### src/rtl/irp_ram.sv
module irp_ram #(
  parameter int Width = 8,
  parameter int Depth = 16
) (
  input  logic                     clk_i,
  input  logic                     we_i,
  input  logic [$clog2(Depth)-1:0] waddr_i,
  input  logic [Width-1:0]         wdata_i,
  input  logic [$clog2(Depth)-1:0] raddr_i,
  output logic [Width-1:0]         rdata_o
);

  logic [Width-1:0] mem_q [Depth];

  always_ff @(posedge clk_i) begin
    if (we_i) begin
      mem_q[waddr_i] <= wdata_i;
    end
    rdata_o <= mem_q[raddr_i];
  end

endmodule

### config.mk
export PLATFORM = sky130hd
export DESIGN_NAME = irp_ram
export DESIGN_NICKNAME = d
export VERILOG_FILES = /design/src/rtl/irp_ram.sv
export SDC_FILE = /design/constraint.sdc
export NUM_CORES = 1
export LEC_CHECK = 0
export BUFFER_PORTS_ARGS = -buffer_cell sky130_fd_sc_hd__clkbuf_2
export CAP_MARGIN = 40
export CORE_MARGIN = 2
export CORE_UTILIZATION = 41
export DETAILED_ROUTE_END_ITERATION = 8
export SLEW_MARGIN = 25
export SYNTH_ARGS = -nofsm -noshare
export SYNTH_HDL_FRONTEND = slang
export SYNTH_SLANG_ARGS = --single-unit
### constraint.sdc
create_clock -name clk_i -period 2.48 [get_ports clk_i]
set_input_delay 0.372 -clock clk_i [delete_from_list [all_inputs] [get_ports clk_i]]
set_output_delay 0.372 -clock clk_i [all_outputs]
set_load 0.03 [all_outputs]
# Word-level counts from Yosys, hierarchy flattened
# Memory sizes are Yosys's and may differ from the RTL's. A register that Yosys moved wholly into a read port is not among the register bits.
# Index checks and enable logic that the tools add are counted.
# W data, S select, Z words.
[totals]
reg_bits = 0
out_inout_bits = 8
mem_count = 1
ramBits = 128
word_cells = 3
inputBits = 18
[mem_list]
columns = ["memory", "words", "word_bits", "rd", "rd_clocked_by_memory_dff", "wr", "line", "source"]
rows = [
  ["mem_q", 16, 8, 1, 1, 1, "13", "logic [Width-1:0] mem_q [Depth];"],
]
[op_classes]
n_mux = 2
[op_table]
columns = ["operator", "count"]
rows = [
  ["$mux W1", 2],
]

# Longest topological paths before layout
[logic_depth]
word_depth = 2
ltp_mapped = 5
ltp_nobuf = 3

# Least setup slack after synthesis
# No wires, ideal clock.
[synth_path]
path_type = "input to register"
startpoint = "in waddr_i[2]"
endpoint = "mem mem_q[0][0] (enable)"
setup_slack_ns = 0.615
t_arrival_ns = 1.482
cell_stages = 2
n_path_buf = 0
t_required_ns = 2.097
setup_time_ns = 0.383
path_cell_list = "or3b_2 nor3_1"
[synth_rtl]
columns = ["item", "line", "source"]
rows = [
  ["from (decl)", "7", "input logic [$clog2(Depth)-1:0] waddr_i,"],
  ["to (decl)", "13", ""],
]
# No word-level cell before the write port.

==> run summary <==
=================================================================================
Routability congestion estimate from global placement                       0.710
Ys async rst share                                                              0
Highest routed layer                                                         met4
Clock latency of the later-clocked register in the worst-skew pair         410 ps
Post-route fraction of the period consumed by the critical path             0.568
Largest fanout of any net on the critical path                                 32
Clock root buffer master                                             sky130_fd_sc_hd__clkbuf_16
Smallest setup slack after layout                                         1070 ps
Synthesized net count                                                         247
Arrival time at the worst endpoint                                        1700 ps
Area growth from synthesis to layout                                        21.1%
Starting Density                                                            0.425
DR vias                                                                      2425
Net switching component of the power                                      1.07 mW
CP Capture Type                                                         flip-flop
Final WL                                                                  9830 µm
Number of instances in the synthesized netlist                                229
Buffers inserted by post-CTS timing repair                                      0
Number of global-route vias before repair                                    2424
Cell accounting for the most synthesized area                        sky130_fd_sc_hd__edfxtp_1
Startpoint types                                                        input pin
Syn avg cell area                                                        22.5 µm²
Final count of pins violating max slew                                          0
Critical setup path kind                                             input pin to flip-flop
Sum of net half-perimeters after detailed placement                       6090 µm
Minimum setup slack after placement                                        612 ps
Worst-case headroom to the max-slew limit                                   0.644
Final design utilization                                                    0.515
Ratio of cells with drive above 1 in the final layout                       0.327
Global routing usage summed across all routing layers                       0.163
CTS Buf Count                                                                  17
Required time of the critical path                                        2770 ps
Final setup violating endpoints                                                 0
Mapped cell area                                                      0.00515 mm²
Worst clock skew                                                          9.13 ps
Start point of the critical path                                       raddr_i[0]
Placeable core region                                                  0.0121 mm²
Cell types with the highest counts after synthesis                   sky130_fd_sc_hd__edfxtp_1 (128), sky130_fd_sc_hd__mux4_2 (18), sky130_fd_sc_hd__a22oi_1 (16)
Power density cells                                                    894 mW/mm²
Number of H-tree levels                                                         4
Number of nets with antenna violations after detailed routing                   0
Number of flops mapped to enable cells by yosys                               128
Wire length of the first global-routing pass                             14700 µm
Floorplan die area                                                     0.0135 mm²
Overflow left after global routing                                              0
Total leakage power                                                       2.13 nW
Clock tree from TritonCTS                                                    done
Number of nets in the final layout                                            302
Unrepaired setup endpoints after global routing                             false
Drt wl/cell                                                               21.1 µm
Register area share after synthesis                                         0.778
Antenna diode instance count                                                    0
DRC viols                                                                       0
Synth cell types                                                               19
Logic pwr share                                                             0.048
Flip-flop and latch count after synthesis                                     136
Detailed-route wire length on metal 1                                     4450 µm
Type of the worst min-delay path                                     input pin to flip-flop
Largest vdd supply drop                                                  0.512 mV
Number of rows in the core area                                                40
Yosys top cell area share                                                   0.747
Min-delay src                                                          wdata_i[0]
Violation count after the first detailed-route iteration                      201
Quantity of gates resized following cts                                         0
Count of filler cells inserted in the layout                                  991
Final sum of negative setup slack                                            0 ps
Pin count of the biggest net entering global routing                           33
Number of antenna violations at the first check in global routing               0
Hold Fails Final Rpt                                                            0
Yosys Warn Count                                                                0
Worst-margin pin slew                                                      534 ps
Startpoint of the worst register-to-register path                    mem_q[9][2]$_DFFE_PP_
Total power                                                               5.57 mW
Top post-synthesis cells by area                                     sky130_fd_sc_hd__edfxtp_1 (75%), sky130_fd_sc_hd__mux4_2 (7.9%), sky130_fd_sc_hd__mux4_1 (7.1%), sky130_fd_sc_hd__dfxtp_1 (3.1%), sky130_fd_sc_hd__a22oi_1 (2.3%)
Max Fclk                                                                  710 MHz
Commonest register cell after synthesis                              sky130_fd_sc_hd__edfxtp_1
Routed wire length on met2                                                4830 µm
DR pass1 iterations                                                             5
Internal Dissipation                                                      4.50 mW
Proportion of power drawn by the clock network                              0.488
Outcome                                                              complete, no violations
Hold-fix buffers at CTS                                                         0
Sequential cell fraction of total power                                     0.464
Sw Ratio                                                                    0.192
Number of port buffers                                                         25
Clock tree sinks                                                              136
CTS clock-pin slew for the worst setup and hold paths                       60 ps
Clk buf depth                                                                   2
Most repeated cell in the gate-level netlist after synthesis         sky130_fd_sc_hd__edfxtp_1
Wire length on met3                                                        457 µm
I/O pin count                                                                  26
Die height                                                                 116 µm
Time the worst path needs with I/O delays and setup                       1410 ps
Max-capacitance violation count                                                 0
Post-detailed-route via-to-cell ratio                                        5.22
Width of the die                                                           116 µm
=================================================================================
layout by cell type, fill, tap and decap left out, types with 2 or more instances in the layout:
| master | Yosys | final |
|---|---|---|
| sky130_fd_sc_hd__nor2_1 | 13 | 13 |
| sky130_fd_sc_hd__dfxtp_1 | 8 | 8 |
| sky130_fd_sc_hd__nand2_1 | 9 | 9 |
| sky130_fd_sc_hd__clkbuf_16 | 0 | 17 |
| sky130_fd_sc_hd__clkinv_2 | 0 | 4 |
| sky130_fd_sc_hd__mux4_1 | 14 | 14 |
| sky130_fd_sc_hd__edfxtp_1 | 128 | 128 |
| sky130_fd_sc_hd__clkinvlp_4 | 0 | 4 |
| sky130_fd_sc_hd__mux4_2 | 18 | 18 |
| sky130_fd_sc_hd__nand2b_1 | 2 | 2 |
| sky130_fd_sc_hd__buf_12 | 0 | 2 |
| sky130_fd_sc_hd__nand3b_1 | 2 | 2 |
| sky130_fd_sc_hd__nor3_1 | 4 | 4 |
| sky130_fd_sc_hd__buf_4 | 1 | 19 |
| sky130_fd_sc_hd__a22oi_1 | 16 | 16 |
| sky130_fd_sc_hd__bufinv_16 | 0 | 5 |
| sky130_fd_sc_hd__clkbuf_2 | 0 | 25 |
| sky130_fd_sc_hd__clkbuf_8 | 0 | 2 |
cell type report:
cell class | instances | area, µm² | area share
Clock inverter | 13 | 200 | 0.0321
Sequential cell | 136 | 4000 | 0.642
Clock buffer | 19 | 453 | 0.0727
Multi-Input combinational cell | 83 | 1060 | 0.170
Tap cell | 168 | 210 | 0.0337
Timing Repair Buffer | 46 | 308 | 0.0494
cell families after synthesis:
logic type / after synthesis / share of synthesized area
compound gates: 16 / 0.0233
buf+inv: 10 / 0.0168
mux: 32 / 0.150
simple gates: 35 / 0.0318
flops: 136 / 0.778
path summary, 6_finish.rpt:
path	end	slack [ps]	depth (start not counted)
worst max-delay path	rdata_o[2]$_DFF_P_	1070	5
worst min-delay path	mem_q[4][0]$_DFFE_PP_	380	1
worst max register to register	rdata_o[2]$_DFF_P_	1130	3
worst min register to register	rdata_o[0]$_DFF_P_	660	3
stage by stage:
stage                     instance area (µm²)  hold WS [ps]  cells
after CTS                                6230           368    465
after global routing                     6230           401    465
after detailed placement                 5580           654    433
final                                    6230           381    465
after global placement                   5580           653    433
after floorplan                          5150           471    229
power groups by stage:
stage	sequential [mW]	combinational, mW	clock (mW)
3_5_place_dp	2.64	0.269	0
3_3_place_gp	2.63	0.266	0
4_1_cts	2.59	0.270	2.77
5_1_grt	2.59	0.289	2.88
6_report	2.59	0.265	2.72
2_1_floorplan	2.66	0.130	0
worst max-delay path, stage by stage:
cell                       delay [ps]
sky130_fd_sc_hd__clkbuf_2         100
sky130_fd_sc_hd__buf_12           250
sky130_fd_sc_hd__mux4_1           600
sky130_fd_sc_hd__a22oi_1          280
sky130_fd_sc_hd__nand2_1           70
metal layers:
layer | vias to the layer above | track usage
met3 | 8 | 0.0408
met1 | 1261 | 0.226
met2 | 67 | 0.244
li1 | 1089 | -
met5 | - | 0
met4 | 0 | 0.0794
registers in the layout, summed over array words and instances (netlist names):
name and cells:
mem_q 128, rdata_o 8
Note: power is estimated with default switching activity, not from simulation.
